==> src/des_pkg.sv <==
// Package with the DES permutation tables, S-boxes and round functions.
package des_pkg;

    localparam int Rounds = 16;
    localparam int HalfKeyBits = 28;
    localparam int SubkeyBits = 48;
    localparam int BlockBits = 64;
    localparam int AddrBits = 3;
    localparam logic [AddrBits-1:0] RegCipherKey = 3'd0;
    localparam logic OpEncrypt = 1'b0;
    localparam logic OpDecrypt = 1'b1;

    typedef logic [7:0] tab_entry_t;
    typedef logic [HalfKeyBits-1:0] half_key_t;
    typedef logic [SubkeyBits-1:0] subkey_t;

    // Per-stage control that travels beside the data.
    typedef struct packed {
        logic valid;
        logic opcode;
    } stage_ctl_t;

    localparam tab_entry_t TabIp [64] = '{
        58,50,42,34,26,18,10,2, 60,52,44,36,28,20,12,4,
        62,54,46,38,30,22,14,6, 64,56,48,40,32,24,16,8,
        57,49,41,33,25,17,9,1,  59,51,43,35,27,19,11,3,
        61,53,45,37,29,21,13,5, 63,55,47,39,31,23,15,7 };

    localparam tab_entry_t TabFp [64] = '{
        40,8,48,16,56,24,64,32, 39,7,47,15,55,23,63,31,
        38,6,46,14,54,22,62,30, 37,5,45,13,53,21,61,29,
        36,4,44,12,52,20,60,28, 35,3,43,11,51,19,59,27,
        34,2,42,10,50,18,58,26, 33,1,41,9,49,17,57,25 };

    localparam tab_entry_t TabE [48] = '{
        32,1,2,3,4,5, 4,5,6,7,8,9, 8,9,10,11,12,13, 12,13,14,15,16,17,
        16,17,18,19,20,21, 20,21,22,23,24,25, 24,25,26,27,28,29,
        28,29,30,31,32,1 };

    localparam tab_entry_t TabP [32] = '{
        16,7,20,21,29,12,28,17, 1,15,23,26,5,18,31,10,
        2,8,24,14,32,27,3,9,    19,13,30,6,22,11,4,25 };

    localparam tab_entry_t TabPc1 [56] = '{
        57,49,41,33,25,17,9, 1,58,50,42,34,26,18,
        10,2,59,51,43,35,27, 19,11,3,60,52,44,36,
        63,55,47,39,31,23,15, 7,62,54,46,38,30,22,
        14,6,61,53,45,37,29, 21,13,5,28,20,12,4 };

    localparam tab_entry_t TabPc2 [48] = '{
        14,17,11,24,1,5, 3,28,15,6,21,10, 23,19,12,4,26,8, 16,7,27,20,13,2,
        41,52,31,37,47,55, 30,40,51,45,33,48, 44,49,39,56,34,53,
        46,42,50,36,29,32 };

    localparam tab_entry_t TabRot [16] = '{1,1,2,2,2,2,2,2,1,2,2,2,2,2,2,1};

    localparam logic [3:0] TabS [8][64] = '{
        '{14,4,13,1,2,15,11,8,3,10,6,12,5,9,0,7,
          0,15,7,4,14,2,13,1,10,6,12,11,9,5,3,8,
          4,1,14,8,13,6,2,11,15,12,9,7,3,10,5,0,
          15,12,8,2,4,9,1,7,5,11,3,14,10,0,6,13},
        '{15,1,8,14,6,11,3,4,9,7,2,13,12,0,5,10,
          3,13,4,7,15,2,8,14,12,0,1,10,6,9,11,5,
          0,14,7,11,10,4,13,1,5,8,12,6,9,3,2,15,
          13,8,10,1,3,15,4,2,11,6,7,12,0,5,14,9},
        '{10,0,9,14,6,3,15,5,1,13,12,7,11,4,2,8,
          13,7,0,9,3,4,6,10,2,8,5,14,12,11,15,1,
          13,6,4,9,8,15,3,0,11,1,2,12,5,10,14,7,
          1,10,13,0,6,9,8,7,4,15,14,3,11,5,2,12},
        '{7,13,14,3,0,6,9,10,1,2,8,5,11,12,4,15,
          13,8,11,5,6,15,0,3,4,7,2,12,1,10,14,9,
          10,6,9,0,12,11,7,13,15,1,3,14,5,2,8,4,
          3,15,0,6,10,1,13,8,9,4,5,11,12,7,2,14},
        '{2,12,4,1,7,10,11,6,8,5,3,15,13,0,14,9,
          14,11,2,12,4,7,13,1,5,0,15,10,3,9,8,6,
          4,2,1,11,10,13,7,8,15,9,12,5,6,3,0,14,
          11,8,12,7,1,14,2,13,6,15,0,9,10,4,5,3},
        '{12,1,10,15,9,2,6,8,0,13,3,4,14,7,5,11,
          10,15,4,2,7,12,9,5,6,1,13,14,0,11,3,8,
          9,14,15,5,2,8,12,3,7,0,4,10,1,13,11,6,
          4,3,2,12,9,5,15,10,11,14,1,7,6,0,8,13},
        '{4,11,2,14,15,0,8,13,3,12,9,7,5,10,6,1,
          13,0,11,7,4,9,1,10,14,3,5,12,2,15,8,6,
          1,4,11,13,12,3,7,14,10,15,6,8,0,5,9,2,
          6,11,13,8,1,4,10,7,9,5,0,15,14,2,3,12},
        '{13,2,8,4,6,15,11,1,10,9,3,14,5,0,12,7,
          1,15,13,8,10,3,7,4,12,5,6,11,0,14,9,2,
          7,11,4,1,9,12,14,2,0,6,10,13,15,3,5,8,
          2,1,14,7,4,10,8,13,15,12,9,0,3,5,6,11} };

    // Bit numbering: table entry n names bit n counted from the MSB.
    function automatic logic [63:0] perm_ip(input logic [63:0] v);
        logic [63:0] r;
        for (int k = 0; k < 64; k++) r[63-k] = v[64-int'(TabIp[k])];
        return r;
    endfunction

    function automatic logic [63:0] perm_fp(input logic [63:0] v);
        logic [63:0] r;
        for (int k = 0; k < 64; k++) r[63-k] = v[64-int'(TabFp[k])];
        return r;
    endfunction

    function automatic logic [55:0] perm_pc1(input logic [63:0] v);
        logic [55:0] r;
        for (int k = 0; k < 56; k++) r[55-k] = v[64-int'(TabPc1[k])];
        return r;
    endfunction

    function automatic subkey_t perm_pc2(input logic [55:0] v);
        subkey_t r;
        for (int k = 0; k < 48; k++) r[47-k] = v[56-int'(TabPc2[k])];
        return r;
    endfunction

    // Round key for round i (0-based): halves rotated by the running total.
    function automatic subkey_t round_key(input logic [55:0] cd, input int i);
        half_key_t c;
        half_key_t d;
        int sh;
        sh = 0;
        for (int j = 0; j <= i; j++) sh += int'(TabRot[j]);
        c = cd[55:28];
        d = cd[27:0];
        for (int j = 0; j < sh; j++) begin
            c = {c[26:0], c[27]};
            d = {d[26:0], d[27]};
        end
        return perm_pc2({c, d});
    endfunction

    function automatic logic [31:0] feistel(input logic [31:0] r, input subkey_t k);
        subkey_t x;
        logic [31:0] s;
        logic [31:0] p;
        logic [5:0] six;
        for (int n = 0; n < 48; n++) x[47-n] = r[32-int'(TabE[n])];
        x = x ^ k;
        for (int b = 0; b < 8; b++) begin
            six = x[47-6*b -: 6];
            s[31-4*b -: 4] = TabS[b][{six[5], six[0], six[4:1]}];
        end
        for (int n = 0; n < 32; n++) p[31-n] = s[32-int'(TabP[n])];
        return p;
    endfunction

endpackage

==> src/des_keysched.sv <==
// Key schedule: holds the key register, decodes APB writes, expands round keys.
module des_keysched (
    input  logic                           aclk,
    input  logic                           aresetn,
    input  logic                           psel,
    input  logic                           penable,
    input  logic                           pwrite,
    input  logic [des_pkg::AddrBits-1:0]   paddr,
    input  logic [63:0]                    pwdata,
    output logic [63:0]                    prdata,
    output des_pkg::subkey_t               round_keys [des_pkg::Rounds]
);

    logic [63:0] key_reg;
    logic [63:0] key_next;
    logic [55:0] cd_reg;
    logic        wr_en;

    assign wr_en = psel && penable && pwrite && (paddr == des_pkg::RegCipherKey);

    always_comb begin
        key_next = key_reg;
        if (wr_en) begin
            key_next = pwdata;
        end
    end

    always_ff @(posedge aclk) begin
        if (!aresetn) begin
            key_reg <= '0;
            cd_reg  <= '0;
        end else begin
            key_reg <= key_next;
            cd_reg  <= des_pkg::perm_pc1(key_next);
        end
    end

    always_comb begin
        prdata = (paddr == des_pkg::RegCipherKey) ? key_reg : '0;
    end

    // Round keys are fixed rotations and a fixed select of the stored halves.
    always_comb begin
        for (int i = 0; i < des_pkg::Rounds; i++) begin
            round_keys[i] = des_pkg::round_key(cd_reg, i);
        end
    end

endmodule

==> config.mk <==
export PLATFORM = sky130hd
export DESIGN_NAME = des_keysched
export DESIGN_NICKNAME = d
export VERILOG_FILES = /design/src/des_pkg.sv /design/src/des_keysched.sv
export SDC_FILE = /design/constraint.sdc
export NUM_CORES = 1
export LEC_CHECK = 0
export ABC_AREA = 1
export BUFFER_PORTS_ARGS = -buffer_cell sky130_fd_sc_hd__buf_2
export CAP_MARGIN = 20
export CORE_AREA = 3 3 352 354
export CTS_CLUSTER_SIZE = 40
export DETAILED_ROUTE_END_ITERATION = 7
export DIE_AREA = 0 0 355 357
export GPL_TIMING_DRIVEN = 0
export SLEW_MARGIN = 20
export SYNTH_ARGS = -nofsm -noshare
export SYNTH_HDL_FRONTEND = slang
export SYNTH_SLANG_ARGS = --single-unit
==> constraint.sdc <==
create_clock -name aclk -period 1.3 [get_ports aclk]
set_input_delay 0.26 -clock aclk [delete_from_list [all_inputs] [get_ports aclk]]
set_output_delay 0.26 -clock aclk [all_outputs]
set_load 0.01 [all_outputs]
==> impl_results.md <==
- Starting Density: roughly 7.5%
- Most frequent cells in the layout: buf_6 (1369), buf_2 (230), nor2_1 (168)
- FF+latch count, synth: between 60 and 70
- Clock share of power: a little under 40%
- Cells along the critical path: buf_12 -> inv_2 -> nor2_1 -> buf_2
- Uppermost layer routed: met4
- Wire per inst: roughly 17 um
- FILL cells: 12.9k
- Max Cap Viol: 0
- Failing checks: setup timing
- Final Hold Vio Count: 0
- Top cell family by delay on the critical path: flip-flops
- X dimension of the die: 355 um
- Post-CTS Hold Fix Bufs: 0
- Fmax: 661 MHz
- Drc violations: 0
- Clock latency at the later pin of the worst-skew pair: ~0.37 ns
- Root Driver: clkbuf_16
- Total gr overflow: 0
- Mapped Area: around 0.0091 mm2
- Fraction of layout cells with a size suffix above 1: 82.7%
- Pint: about 5.0 mW
- CP Depth: 4
- Ports: about 900
- Post-route cell area: approximately 0.026 mm2
- Number of CTS-inserted buffers: 9
- Die Y: roughly 360 um
- Max FFs per register: 63
- Design Power: about 7.2 mW
- Antenna-violating nets left: 0
- Library cells used by synthesis: 14
- Fin Hold WS: roughly 0.19 ns
- Worst-Margin Slew: between 0.5 and 0.6 ns
- Reg area: 0.00149 mm2
- R2R depth: 4
- Met1 wire length: around 28 mm
- Worst setup EP type: output pin
- Placer's final routability congestion estimate: roughly 0.7
- Non-filler cells, final: approximately 4k
- Hold path depth: 5
- PnR worst setup slack: -0.214 ns
- Mapped Nets: about 1.4k
- Crit Path Max Fanout: 6
- Clock Sink Count: 64
- Mapped Cells: about 1.3k
- First-pass GRT wire length: between 60 and 70 mm
- Wire length on met2: ~34 mm
- Main area contributors after synthesis: buf_4 (64%), dfxtp_1 (14%), nor2_1 (8.0%)
- Yosys top cell area share: between 60% and 70%
- Total number of yosys warnings: 0
- CP required: ~1.0 ns
- Area taken by multi-input logic gates: around 0.0015 mm2
- P_leak: around 13 nW
- Drt first pass iters: 6
- Part of the Yosys area used for sequential elements: around 14%
- Worst path max stage delay: ~0.40 ns
- Worst Setup Start Kind: register
- Post-DP HPWL: ~40 mm
- Max-slew violations: 0
- Endpoints failing setup: 810
- Clock skew: 0 ns
- Largest net degree at the start of global routing: 18
- Peak VDD IR: between 0.6 and 0.7 mV
- Die area: roughly 0.13 mm2
- Critical-path top delay cell: dfxtp_4
- Crit path DAT: approximately 1.3 ns
- Routed vias/inst: 2.82
- H-tree levels: 3
- Crit path kind: reg2out
- Total Routing Usage GR: under 10%
- Number of global-route vias before repair: a little under 9k
- CP bufs+invs: 3
- Worst min-delay path class: in2reg
- Commonest non-fill, non-tap cell in the layout: buf_6
- P&R area growth vs syn: 186%
- RSZ-0062 raised after global routing: yes
- Vias: ~11k
- Area post-placement: 0.0156 mm2
- Period utilization: 116%
- Max clock buf depth: 2
- Std cell rows: between 100 and 150
- TritonCTS clock tree: done
- Avg Cell Area, Syn: 6.86 um2
- Initial antenna violation count: 4
- Post-synth top area cell: buf_4
- Core Footprint: ~0.12 mm2
- NumNets Final: 2465
- Final min period: 1.51 ns
- Status: finished with violations
- Seq pwr share: between 20% and 30%
- Setup_tns: -82.36 ns
- Routed wire length: between 60 and 70 mm
- Dpl cells: 3848
- Total net switching power: ~2.2 mW
- Port bufs: roughly 900
- Switching portion of total power: between 30 and 40%
- Starting DRT DRC Count: 444
- WL met3: between 4 and 5 mm
- CTS clk-pin slew, worst paths: ~0.070 ns
- Logic pwr share: between 30% and 40%
- Tightest slew margin relative to the limit: a little over three fifths
- Power density cells: 278 mW/mm2
==> metal layers <==
layer / vias to the layer above / GRT usage (%)
met1: 5465 / 9.02
met2: 552 / 12.3
li1: 5298 / -
met3: 60 / 1.90
met5: - / 0
met4: 0 / 1.59
==> layout make-up <==
| class | instances | share of cell area, % |
|---|---|---|
| Clock inverter | 7 | 0.396 |
| Sequential cell | 64 | 5.75 |
| Tap cell | 1625 | 7.84 |
| Antenna cell | 7 | 0.0676 |
| Multi-Input combinational cell | 326 | 5.73 |
| Inverter | 131 | 1.96 |
| Buffer | 796 | 32.8 |
| Timing Repair Buffer | 1065 | 44.5 |
| Clock buffer | 9 | 0.869 |
==> worst reg2reg max path, stage by stage, from the launching register on <==
cell       delay (ns)
dfxtp_4          0.38
clkbuf_16        0.17
buf_4            0.14
nor2_1           0.10
nor2_1           0.05
==> synth_stat cells (all sizes together) <==
| cell | n |
|---|---|
| nand3 | 65 |
| nand2 | 66 |
| dfxtp | 64 |
| nor2 | 195 |
| inv | 131 |
| buf | 800 |
==> power by group through the flow <==
stage	clock, mW	sequential (mW)	combinational, mW
global route	3.13	1.95	2.54
floorplan	0	2.10	0.803
CTS	3.07	2.01	1.52
detailed placement	0	2.19	1.37
global placement	0	2.18	1.37
finish	2.86	1.94	2.40
==> cells by family after synthesis <==
group,count (synthesis),share of synthesized area (%)
AND/OR/NAND/NOR,326,14.7
flip-flops,64,14.1
buffers and inverters,931,71.1
==> timing repair <==
item / in CTS / in global routing
buffers inserted: 30 / 112
pin swaps: 6 / 14
endpoints found under the setup margin: 892 / 865
gates resized for setup: 174 / 1527
cloned: 2 / 19
==> metrics by stage <==
stage	utilization (%)	setup WS, ns
2_1_floorplan	-	0.0702
3_3_place_gp	12.9	-1.03
3_5_place_dp	12.9	-1.04
4_1_cts	13.9	-0.251
5_1_grt	21.3	-0.273
6_report	21.4	-0.214
==> final timing paths <==
path / start / endpoint / slack, ns
worst max-delay path: key_reg[19] / prdata[19] / -0.21
worst min-delay path: pwdata[46] / key_reg[46] / 0.19
worst max register to register: key_reg[12] / key_reg[12] / 0.36
worst min register to register: key_reg[8] / key_reg[8] / 0.49
Note: power is estimated with default switching activity, not from simulation.
