<file path="config.mk">
export PLATFORM = sky130hd
export DESIGN_NAME = des_round
export DESIGN_NICKNAME = d
export VERILOG_FILES = /design/src/des_pkg.sv /design/src/des_round.sv
export SDC_FILE = /design/constraint.sdc
export NUM_CORES = 1
export LEC_CHECK = 0
export ABC_CLOCK_PERIOD_IN_PS = 6300
export BUFFER_PORTS_ARGS = -buffer_cell sky130_fd_sc_hd__buf_2
export CAP_MARGIN = 20
export CORE_AREA = 2 2 93 162
export CTS_BUF_LIST = sky130_fd_sc_hd__clkbuf_4 sky130_fd_sc_hd__clkbuf_8
export DETAILED_ROUTE_END_ITERATION = 6
export DIE_AREA = 0 0 95 164
export HOLD_SLACK_MARGIN = 0.12
export PLACE_DENSITY = 0.95
export SLEW_MARGIN = 20
export SYNTH_ARGS = -nofsm -noshare
export SYNTH_HDL_FRONTEND = slang
export SYNTH_SLANG_ARGS = --single-unit
</file>
<file path="constraint.sdc">
create_clock -name aclk -period 6.3 [get_ports aclk]
set_clock_uncertainty 0.1 [all_clocks]
set_input_delay 0.63 -clock aclk [delete_from_list [all_inputs] [get_ports aclk]]
set_output_delay 0.63 -clock aclk [all_outputs]
set_load 0.005 [all_outputs]
</file>
<file path="src/des_pkg.sv">
// Package with the DES permutation tables, S-boxes and round functions.
package des_pkg;

    localparam int Rounds = 16;
    localparam int HalfKeyBits = 28;
    localparam int SubkeyBits = 48;
    localparam int BlockBits = 64;
    localparam int AddrBits = 3;
    localparam logic [AddrBits-1:0] RegCipherKey = 3'd0;
    localparam logic OpEncrypt = 1'b0;
    localparam logic OpDecrypt = 1'b1;

    typedef logic [7:0] tab_entry_t;
    typedef logic [HalfKeyBits-1:0] half_key_t;
    typedef logic [SubkeyBits-1:0] subkey_t;

    // Per-stage control that travels beside the data.
    typedef struct packed {
        logic valid;
        logic opcode;
    } stage_ctl_t;

    localparam tab_entry_t TabIp [64] = '{
        58,50,42,34,26,18,10,2, 60,52,44,36,28,20,12,4,
        62,54,46,38,30,22,14,6, 64,56,48,40,32,24,16,8,
        57,49,41,33,25,17,9,1,  59,51,43,35,27,19,11,3,
        61,53,45,37,29,21,13,5, 63,55,47,39,31,23,15,7 };

    localparam tab_entry_t TabFp [64] = '{
        40,8,48,16,56,24,64,32, 39,7,47,15,55,23,63,31,
        38,6,46,14,54,22,62,30, 37,5,45,13,53,21,61,29,
        36,4,44,12,52,20,60,28, 35,3,43,11,51,19,59,27,
        34,2,42,10,50,18,58,26, 33,1,41,9,49,17,57,25 };

    localparam tab_entry_t TabE [48] = '{
        32,1,2,3,4,5, 4,5,6,7,8,9, 8,9,10,11,12,13, 12,13,14,15,16,17,
        16,17,18,19,20,21, 20,21,22,23,24,25, 24,25,26,27,28,29,
        28,29,30,31,32,1 };

    localparam tab_entry_t TabP [32] = '{
        16,7,20,21,29,12,28,17, 1,15,23,26,5,18,31,10,
        2,8,24,14,32,27,3,9,    19,13,30,6,22,11,4,25 };

    localparam tab_entry_t TabPc1 [56] = '{
        57,49,41,33,25,17,9, 1,58,50,42,34,26,18,
        10,2,59,51,43,35,27, 19,11,3,60,52,44,36,
        63,55,47,39,31,23,15, 7,62,54,46,38,30,22,
        14,6,61,53,45,37,29, 21,13,5,28,20,12,4 };

    localparam tab_entry_t TabPc2 [48] = '{
        14,17,11,24,1,5, 3,28,15,6,21,10, 23,19,12,4,26,8, 16,7,27,20,13,2,
        41,52,31,37,47,55, 30,40,51,45,33,48, 44,49,39,56,34,53,
        46,42,50,36,29,32 };

    localparam tab_entry_t TabRot [16] = '{1,1,2,2,2,2,2,2,1,2,2,2,2,2,2,1};

    localparam logic [3:0] TabS [8][64] = '{
        '{14,4,13,1,2,15,11,8,3,10,6,12,5,9,0,7,
          0,15,7,4,14,2,13,1,10,6,12,11,9,5,3,8,
          4,1,14,8,13,6,2,11,15,12,9,7,3,10,5,0,
          15,12,8,2,4,9,1,7,5,11,3,14,10,0,6,13},
        '{15,1,8,14,6,11,3,4,9,7,2,13,12,0,5,10,
          3,13,4,7,15,2,8,14,12,0,1,10,6,9,11,5,
          0,14,7,11,10,4,13,1,5,8,12,6,9,3,2,15,
          13,8,10,1,3,15,4,2,11,6,7,12,0,5,14,9},
        '{10,0,9,14,6,3,15,5,1,13,12,7,11,4,2,8,
          13,7,0,9,3,4,6,10,2,8,5,14,12,11,15,1,
          13,6,4,9,8,15,3,0,11,1,2,12,5,10,14,7,
          1,10,13,0,6,9,8,7,4,15,14,3,11,5,2,12},
        '{7,13,14,3,0,6,9,10,1,2,8,5,11,12,4,15,
          13,8,11,5,6,15,0,3,4,7,2,12,1,10,14,9,
          10,6,9,0,12,11,7,13,15,1,3,14,5,2,8,4,
          3,15,0,6,10,1,13,8,9,4,5,11,12,7,2,14},
        '{2,12,4,1,7,10,11,6,8,5,3,15,13,0,14,9,
          14,11,2,12,4,7,13,1,5,0,15,10,3,9,8,6,
          4,2,1,11,10,13,7,8,15,9,12,5,6,3,0,14,
          11,8,12,7,1,14,2,13,6,15,0,9,10,4,5,3},
        '{12,1,10,15,9,2,6,8,0,13,3,4,14,7,5,11,
          10,15,4,2,7,12,9,5,6,1,13,14,0,11,3,8,
          9,14,15,5,2,8,12,3,7,0,4,10,1,13,11,6,
          4,3,2,12,9,5,15,10,11,14,1,7,6,0,8,13},
        '{4,11,2,14,15,0,8,13,3,12,9,7,5,10,6,1,
          13,0,11,7,4,9,1,10,14,3,5,12,2,15,8,6,
          1,4,11,13,12,3,7,14,10,15,6,8,0,5,9,2,
          6,11,13,8,1,4,10,7,9,5,0,15,14,2,3,12},
        '{13,2,8,4,6,15,11,1,10,9,3,14,5,0,12,7,
          1,15,13,8,10,3,7,4,12,5,6,11,0,14,9,2,
          7,11,4,1,9,12,14,2,0,6,10,13,15,3,5,8,
          2,1,14,7,4,10,8,13,15,12,9,0,3,5,6,11} };

    // Bit numbering: table entry n names bit n counted from the MSB.
    function automatic logic [63:0] perm_ip(input logic [63:0] v);
        logic [63:0] r;
        for (int k = 0; k < 64; k++) r[63-k] = v[64-int'(TabIp[k])];
        return r;
    endfunction

    function automatic logic [63:0] perm_fp(input logic [63:0] v);
        logic [63:0] r;
        for (int k = 0; k < 64; k++) r[63-k] = v[64-int'(TabFp[k])];
        return r;
    endfunction

    function automatic logic [55:0] perm_pc1(input logic [63:0] v);
        logic [55:0] r;
        for (int k = 0; k < 56; k++) r[55-k] = v[64-int'(TabPc1[k])];
        return r;
    endfunction

    function automatic subkey_t perm_pc2(input logic [55:0] v);
        subkey_t r;
        for (int k = 0; k < 48; k++) r[47-k] = v[56-int'(TabPc2[k])];
        return r;
    endfunction

    // Round key for round i (0-based): halves rotated by the running total.
    function automatic subkey_t round_key(input logic [55:0] cd, input int i);
        half_key_t c;
        half_key_t d;
        int sh;
        sh = 0;
        for (int j = 0; j <= i; j++) sh += int'(TabRot[j]);
        c = cd[55:28];
        d = cd[27:0];
        for (int j = 0; j < sh; j++) begin
            c = {c[26:0], c[27]};
            d = {d[26:0], d[27]};
        end
        return perm_pc2({c, d});
    endfunction

    function automatic logic [31:0] feistel(input logic [31:0] r, input subkey_t k);
        subkey_t x;
        logic [31:0] s;
        logic [31:0] p;
        logic [5:0] six;
        for (int n = 0; n < 48; n++) x[47-n] = r[32-int'(TabE[n])];
        x = x ^ k;
        for (int b = 0; b < 8; b++) begin
            six = x[47-6*b -: 6];
            s[31-4*b -: 4] = TabS[b][{six[5], six[0], six[4:1]}];
        end
        for (int n = 0; n < 32; n++) p[31-n] = s[32-int'(TabP[n])];
        return p;
    endfunction

endpackage

</file>
<file path="src/des_round.sv">
// One pipelined DES round with its own stage register and stall control.
module des_round (
    input  logic                  aclk,
    input  logic                  aresetn,
    input  logic                  advance,
    input  des_pkg::stage_ctl_t   ctl_in,
    input  logic [63:0]           lr_in,
    input  des_pkg::subkey_t      key_enc,
    input  des_pkg::subkey_t      key_dec,
    output des_pkg::stage_ctl_t   ctl_out,
    output logic [63:0]           lr_out
);

    des_pkg::stage_ctl_t ctl_reg;
    logic [63:0]         lr_reg;
    logic [63:0]         lr_next;
    des_pkg::subkey_t    k;

    always_comb begin
        k = (ctl_in.opcode == des_pkg::OpDecrypt) ? key_dec : key_enc;
        lr_next = {lr_in[31:0], lr_in[63:32] ^ des_pkg::feistel(lr_in[31:0], k)};
    end

    always_ff @(posedge aclk) begin
        if (!aresetn) begin
            ctl_reg <= '0;
        end else if (advance) begin
            ctl_reg <= ctl_in;
        end
    end

    always_ff @(posedge aclk) begin
        if (advance) begin
            lr_reg <= lr_next;
        end
    end

    assign ctl_out = ctl_reg;
    assign lr_out  = lr_reg;

endmodule

</file>
==> results of run 1 <==
-- sequential cells by signal (all words and copies together), names as in the netlist --
register	flops
ctl_out	2
lr_out	64
-- synth_stat cells (all sizes together) (2+ instances only) --
cell and instances:
nand2 60, o211ai 27, mux4 11, a21boi 2
a221o 2, a22oi 2, a31oi 13, dfxtp 2
nor2 59, a211o 6, inv 37, o21a 3
buf 30, a21oi 39, and2 3, or3 7
ha 62, clkbuf 12, and3 4, a2111oi 7
o22ai 4, mux2 11, a211oi 18, o221ai 6
o31ai 10, o311ai 9, xnor2 81, xor2 40
a2111o 2, o21ai 23, nand3 20, edfxtp 64
nor3 24, nor2b 2, nor3b 2, mux2i 126
o2111ai 8, nand2b 2, a311oi 9
-- metrics by stage --
stage | cell area (µm²) | hold WS [ns] | utilization [%] | std cells
global placement | 9650 | 0.396 | 67.5 | 1240
finish | 9890 | 0.375 | 69.2 | 1259
CTS | 9860 | 0.362 | 68.9 | 1256
detailed placement | 9650 | 0.421 | 67.5 | 1240
floorplan | 8440 | 0.407 | - | 862
global route | 9890 | 0.358 | 69.2 | 1258
-- power groups by stage --
| stage | clock network, mW | logic [mW] | registers (mW) |
|---|---|---|---|
| final | 0.400 | 1.24 | 0.598 |
| after floorplan | 0 | 0.883 | 0.620 |
| after detailed placement | 0 | 1.22 | 0.607 |
| after global routing | 0.424 | 1.35 | 0.606 |
| after global placement | 0 | 1.17 | 0.605 |
| after CTS | 0.404 | 1.22 | 0.598 |
-- cell families (layout without fill, tap and decap cells) --
family / after synthesis / in the layout / synth area share (%)
flops: 66 / 66 / 23.2
simple gates: 186 / 186 / 9.65
buf+inv: 80 / 294 / 4.67
other cells: 0 / 3 / 0
compound gates: 199 / 199 / 16.7
fa+ha+maj: 62 / 62 / 9.19
xor+xnor: 121 / 121 / 16.0
mux: 148 / 148 / 20.5
-- critical path, stage by stage --
cell and delay [ns]:
buf_4 0.62, buf_4 0.40, mux2i_4 0.32, xor2_2 0.59, xnor2_1 0.20, a2111oi_0 0.54, a311oi_1 0.11, a31o_1 0.27
xnor2_1 0.14
-- worst min path at each step --
stage	from	to	slack (ns)
floorplan	ctl_out[0]$_SDFFE_PN0P_	ctl_out[0]$_SDFFE_PN0P_	0.41
global placement	ctl_out[1]$_SDFFE_PN0P_	ctl_out[1]$_SDFFE_PN0P_	0.40
detailed placement	ctl_out[1]$_SDFFE_PN0P_	ctl_out[1]$_SDFFE_PN0P_	0.42
CTS	lr_in[17]	lr_out[49]$_DFFE_PP_	0.36
global route	lr_in[17]	lr_out[49]$_DFFE_PP_	0.36
finish	lr_in[5]	lr_out[37]$_DFFE_PP_	0.37
-- layout make-up --
class	count	area [µm²]
antenna	3	7.51
clock buffer	9	124
clock inverter	7	83.8
fill	1079	4400
inverter	38	143
multi-input combinational	716	6120
sequential	66	1960
tap	180	225
timing repair buffer	240	1230
-- layer usage --
metal	wire length, µm	up-vias	GRT usage [%]
li1	-	3630	-
met4	718	2	11.5
met3	1680	70	4.54
met5	16	-	0
met1	7430	3572	28.5
met2	12100	416	52.8
==> results.py, run 1 <==
metrics = {
    "clock_network": {
        "numClockSinks": 66,
        "cts_inserted_buffers": 9,
        "clk_path_buf_depth": 2,
        "cts.clk_slew.worst_paths_ns": 0.09,
        "cts_htree_levels": 3,
        "clk-insertion-delay-late_ns": 0.34,
        "root_driver": "clkbuf_8",
        "post_cts.resized_instances": 0,
        "cts_tree": "done",
        "cts.repair_timing.setup_buffer_count": 0,
        "hold_fix_buffer_count_after_cts": 0,
    },
    "finish": {
        "total_number_of_nets_in_the_final_design": 1298,
        "post_synthesis_to_final_layout_area_growth_pct": 17.2,
        "proportion_of_layout_cells_with_a_drive_suffix_above_1_pct": 30.9,
        "most_common_library_cell_in_the_layout_ignoring_fill_and_taps": "buf_2",
        "layout_common_cells": "buf_2, mux2i_1, edfxtp_1",
    },
    "critical_path": {
        "setup.worst_path.end": "lr_out[24]$_DFFE_PP_",
        "crit_path_start": "ctl_in[0]",
        "critical_path.endpoint_type": "flop",
        "criticalPathCategory": "in2reg",
        "crit-reg2reg-capture": "ctl_out[0]$_SDFFE_PN0P_",
        "regToRegStartpoint": "ctl_out[0]$_SDFFE_PN0P_",
        "start_kind": "input port",
        "cp_data_arrival_time_ns": 3.83,
        "path_max_fanout": 40,
        "worst_r2r_path_depth": 2,
        "regToRegSetupSlack_ns": 5.58,
        "worst-endpoint-required_ns": 6.32,
    },
    "power_and_ir_drop": {
        "total_internal_power_mw": 1.34,
        "fraction_of_power_consumed_by_combinational_cells_pct": 55.5,
        "total_leakage_power_nw": 4.32,
        "p_sw_mw": 0.901,
        "share_clk_of_total_power_pct": 17.8,
        "total_power_of_the_final_layout_mw": 2.24,
        "switching_share_of_power_pct": 40.2,
        "worst_ir_drop_vdd_mv": 0.125,
        "power_frac_seq_pct": 26.7,
        "p_per_cell_area_nw_per_um2": 226,
    },
    "logic_synthesis": {
        "synth_seq_cells": 66,
        "synth.cell_area_um2": 8440,
        "synth_seq_area_share_pct": 23.2,
        "synthDominantAreaCellType": "edfxtp_1",
        "synthesis.yosys.warnings": 0,
        "edff_count_synth": 64,
        "synthDominantCellAreaShare_pct": 22.8,
        "post_synth_num_cell_types": 69,
        "synth-main-ff-cell": "edfxtp_1",
        "synth_area_per_cell_um2": 9.79,
        "synth_area_leaders": "edfxtp_1, mux2i_1, ha_1",
        "syn-num-nets": 1089,
        "synthArstFlopShare_pct": 0,
        "synth_cells": 862,
    },
    "floorplan": {
        "fp.coreArea_um2": 14300,
        "die_h_um": 164,
        "die_width_um": 95,
        "floorplan.rows": 58,
        "design.portCount": 231,
        "floorplan.die_area_um2": 15600,
        "start_util_pct": 59.1,
    },
    "global_routing": {
        "globalRouteTotalUtil_pct": 27.5,
        "first_global_vias": 7482,
        "grt_overflow_total": 0,
        "grt_antenna_before_repair": 3,
        "grt_start_max_net_pins": 67,
        "grt_first_pass_wirelength_mm": 34.2,
    },
    "sta": {
        "grt_setup_unrepaired": "no",
        "period_minus_slack_ns": 3.82,
        "final_min_period_over_clock_period_pct": 60.6,
        "post-route-worst-setup-slack_ns": 2.48,
        "fin_tns_setup_ns": 0,
        "fmaxAchievable_ghz": 0.262,
        "report.final.setup_viol": 0,
        "tightestPinTransition_ns": 1.05,
        "final_hold_viol_count": 0,
        "total_count_of_max_transition_violations_in_the_final_report": 0,
        "maxSlewHeadroom_pct": 29.7,
    },
    "drt": {
        "wire_per_inst_um": 17.5,
        "wl_mm": 22.0,
        "drt.antenna.violating_nets": 0,
        "post-route-drc-count": 0,
        "pre_repair_dr_iteration_count": 7,
        "vias_per_cell": 6.11,
        "via_count": 7690,
        "drt_iter0_drc": 678,
    },
    "hold_path": {
        "worstHoldPathCells": 1,
        "hold_path_class": "in2reg",
    },
    "placed_design": {
        "dp_hpwl_mm": 16.5,
        "gp_congestion": 0.928,
        "port_buffers": 230,
        "dp_worst_setup_slack_ns": 2.26,
    },
    "outcome": {
        "run_status": "finished, final reports clean",
    },
    "run": {
        "drv_cap": 0,
    },
}
Power figures use the tool's default switching activity.
==> run 2, diff against run 1 <==
--- a/config.mk
+++ b/config.mk
@@ -5,15 +5,16 @@
 export SDC_FILE = /design/constraint.sdc
 export NUM_CORES = 1
 export LEC_CHECK = 0
-export ABC_CLOCK_PERIOD_IN_PS = 6300
+export ABC_AREA = 1
+export ABC_CLOCK_PERIOD_IN_PS = 3550
 export BUFFER_PORTS_ARGS = -buffer_cell sky130_fd_sc_hd__buf_2
 export CAP_MARGIN = 20
-export CORE_AREA = 2 2 93 162
+export CORE_AREA = 2 2 99 173
 export CTS_BUF_LIST = sky130_fd_sc_hd__clkbuf_4 sky130_fd_sc_hd__clkbuf_8
 export DETAILED_ROUTE_END_ITERATION = 6
-export DIE_AREA = 0 0 95 164
+export DIE_AREA = 0 0 101 175
 export HOLD_SLACK_MARGIN = 0.12
-export PLACE_DENSITY = 0.95
+export PLACE_DENSITY = 0.91
 export SLEW_MARGIN = 20
 export SYNTH_ARGS = -nofsm -noshare
 export SYNTH_HDL_FRONTEND = slang
==> constraint.sdc (replaced) <==
create_clock -name aclk -period 3.55 [get_ports aclk]
set_clock_uncertainty 0.1 [all_clocks]
set_input_delay 0.355 -clock aclk [delete_from_list [all_inputs] [get_ports aclk]]
set_output_delay 0.355 -clock aclk [all_outputs]
set_load 0.005 [all_outputs]
==> results.py, run 2 <==
metrics = {
    "critical_path": {
        "regToRegStartpoint": "ctl_out[0]$_SDFFE_PN0P_",
        "critical_path.endpoint_type": "flop",
        "path_max_fanout": 7,
        "crit_path_start": "lr_in[25]",
        "worst-endpoint-required_ns": 3.59,
        "start_kind": "input port",
        "criticalPathCategory": "in2reg",
        "cp_data_arrival_time_ns": 2.64,
    },
    "hold_path": {
        "hold_path_class": "in2reg",
        "hold_path.startpoint": "lr_in[10]",
    },
    "power_and_ir_drop": {
        "share_clk_of_total_power_pct": 18.2,
        "worst_ir_drop_vdd_mv": 0.165,
        "p_per_cell_area_nw_per_um2": 317,
        "total_power_of_the_final_layout_mw": 3.37,
        "switching_share_of_power_pct": 44.6,
        "fraction_of_power_consumed_by_combinational_cells_pct": 51.9,
        "p_sw_mw": 1.50,
        "total_leakage_power_nw": 6.04,
        "power_frac_seq_pct": 29.8,
        "total_internal_power_mw": 1.87,
    },
    "global_routing": {
        "globalRouteTotalUtil_pct": 32.6,
        "met2_layer_usage_reported_by_global_route_pct": 60.9,
        "grt_antenna_before_repair": 4,
        "grt_overflow_total": 0,
        "globalRouteMet1Util_pct": 32.5,
        "first_global_vias": 10500,
        "grt_first_pass_wirelength_mm": 46.6,
        "grt_start_max_net_pins": 69,
        "grt_use_met3_pct": 4.72,
        "gr-max-usage-layer": "met2",
    },
    "placed_design": {
        "dp_hpwl_mm": 22.1,
        "gp_congestion": 1.00,
        "placed_cell_area_um2": 10100,
        "port_buffers": 230,
    },
    "clock_network": {
        "cts_inserted_buffers": 9,
        "cts.clk_slew.worst_paths_ns": 0.08,
        "clk-insertion-delay-late_ns": 0.37,
        "cts_tree": "done",
        "numClockSinks": 66,
        "cts_htree_levels": 3,
        "clk_path_buf_depth": 2,
        "root_driver": "clkbuf_8",
    },
    "floorplan": {
        "die_width_um": 101,
        "die_h_um": 175,
        "floorplan.die_area_um2": 17700,
        "fp.coreArea_um2": 16300,
        "floorplan.rows": 62,
        "start_util_pct": 55.4,
        "design.portCount": 231,
    },
    "run": {
        "drv_cap": 0,
    },
    "drt": {
        "vias_per_cell": 5.54,
        "wl_mm": 29.0,
        "drt.antenna.violating_nets": 0,
        "wire_per_inst_um": 14.8,
        "drt_iter0_drc": 576,
        "pre_repair_dr_iteration_count": 7,
        "via_count": 10900,
        "post-route-drc-count": 0,
    },
    "finish": {
        "post_synthesis_to_final_layout_area_growth_pct": 17.8,
        "most_common_library_cell_in_the_layout_ignoring_fill_and_taps": "nand2_1",
        "seq_area_um2": 1960,
        "layout_common_cells": "nand2_1, nand3_1, buf_2",
        "proportion_of_layout_cells_with_a_drive_suffix_above_1_pct": 17.5,
        "flip_flop_count_of_the_largest_register_after_layout": 64,
        "multiInputGateArea_um2": 6190,
        "total_number_of_nets_in_the_final_design": 1990,
        "fill_cells": 1585,
        "design_area_um2": 10600,
    },
    "sta": {
        "final_hold_viol_count": 0,
        "tightestPinTransition_ns": 0.983,
        "maxSlewHeadroom_pct": 34.5,
        "fin_tns_setup_ns": 0,
        "report.final.setup_viol": 0,
        "period_minus_slack_ns": 2.60,
        "total_count_of_max_transition_violations_in_the_final_report": 0,
        "final_min_period_over_clock_period_pct": 73.4,
        "fmaxAchievable_ghz": 0.384,
        "grt_setup_unrepaired": "no",
    },
    "logic_synthesis": {
        "synthDominantAreaCellType": "nand2_1",
        "edff_count_synth": 64,
        "synth_seq_cells": 66,
        "synth-main-ff-cell": "edfxtp_1",
        "synthArstFlopShare_pct": 0,
        "synthesis.yosys.warnings": 0,
        "post_synth_num_cell_types": 25,
        "synth_most_common_cell": "nand2_1",
        "synth_area_leaders": "nand2_1, edfxtp_1, nand3_1",
        "synth_cells": 1526,
        "yosys-top-cells-count": "nand2_1, nand3_1, inv_1, edfxtp_1, ha_1",
        "synth_area_per_cell_um2": 5.92,
        "synth_seq_area_share_pct": 21.7,
        "syn-num-nets": 1753,
        "synthDominantCellAreaShare_pct": 30.2,
        "synth.cell_area_um2": 9030,
    },
    "outcome": {
        "run_status": "finished, final reports clean",
    },
}
run 2: cell types whose count changed after synthesis, moves of 20 or more:
cell      before  now
a21oi_1       38    3
buf_4          3   23
inv_1         32  136
mux2i_1      113    0
nand2_1       60  727
nand2_2        0   37
nand3_1       20  366
nand3b_1       1   21
nor2_1        59    7
nor3_1        24    0
o211ai_1      27    1
xnor2_1       66    1
run 2: layout make-up:
cell class,count,area share [%]
Antenna cell,3,0.0706
Clock buffer,12,1.38
Clock inverter,4,0.177
Inverter,146,5.16
Multi-Input combinational cell,1274,58.2
Sequential cell,66,18.5
Tap cell,192,2.26
Timing Repair Buffer,266,14.3
run 2: timing repair:
item | in CTS | in global routing
hold buffers | 32 | 0
setup buffers | 0 | 0
endpoints found under the hold margin | 32 | 0
resized for setup | 0 | 0
setup endpoints to repair | 0 | 0
run 2: power by group through the flow:
stage          logic (mW)  clock network (mW)  registers, mW
2_1_floorplan        1.20                   0           1.04
3_3_place_gp         1.66                   0           1.02
3_5_place_dp         1.69                   0           1.02
4_1_cts              1.72               0.623           1.01
5_1_grt              1.98               0.645           1.01
6_report             1.75               0.614           1.01
run 2: critical path, cell delays in order:
cell,delay [ns]
dlygate4sd3_1,0.53
buf_2,0.13
inv_1,0.05
nand2_1,0.06
nand2_1,0.18
ha_1,0.39
inv_1,0.17
nand2_2,0.10
nand3_1,0.17
nand3_1,0.09
nand2_1,0.14
nand2_1,0.10
nand3_1,0.12
nand2_1,0.05
run 2: final timing paths:
kind                                   to  slack, ns  depth (start not counted)
hold reg to reg   ctl_out[1]$_SDFFE_PN0P_       0.48                          2
setup reg to reg  ctl_out[0]$_SDFFE_PN0P_       2.71                          2
setup / recovery     lr_out[19]$_DFFE_PP_       0.95                         14
hold / removal       lr_out[42]$_DFFE_PP_       0.14                          1
run 2: through the flow:
step                      std cells  util [%]  worst slack [ns]  hold WS, ns
after floorplan                1526         -              1.29        0.344
final                          1963      65.3             0.946        0.141
after detailed placement       1912      62.2             0.712        0.446
after global routing           1963      65.3             0.729        0.130
after global placement         1912      62.2             0.769        0.407
after CTS                      1960      65.2              1.01        0.120
run 2: logic make-up after synthesis:
kind of cell | after synthesis | synth area share (%)
flip-flops | 66 | 21.7
adder cells (fa/ha/maj) | 62 | 8.59
AO/OA/AOI/OAI | 36 | 2.27
buffers and inverters | 186 | 9.69
AND/OR/NAND/NOR | 1161 | 55.4
XOR/XNOR | 15 | 2.33
run 2: per-layer routing:
layer,vias up,share of wire [%],wire length [µm]
met5,-,0.041,12
met4,2,5.8,1690
met3,119,6.0,1730
met2,476,53,15200
met1,4873,35,10300
li1,5408,-,-
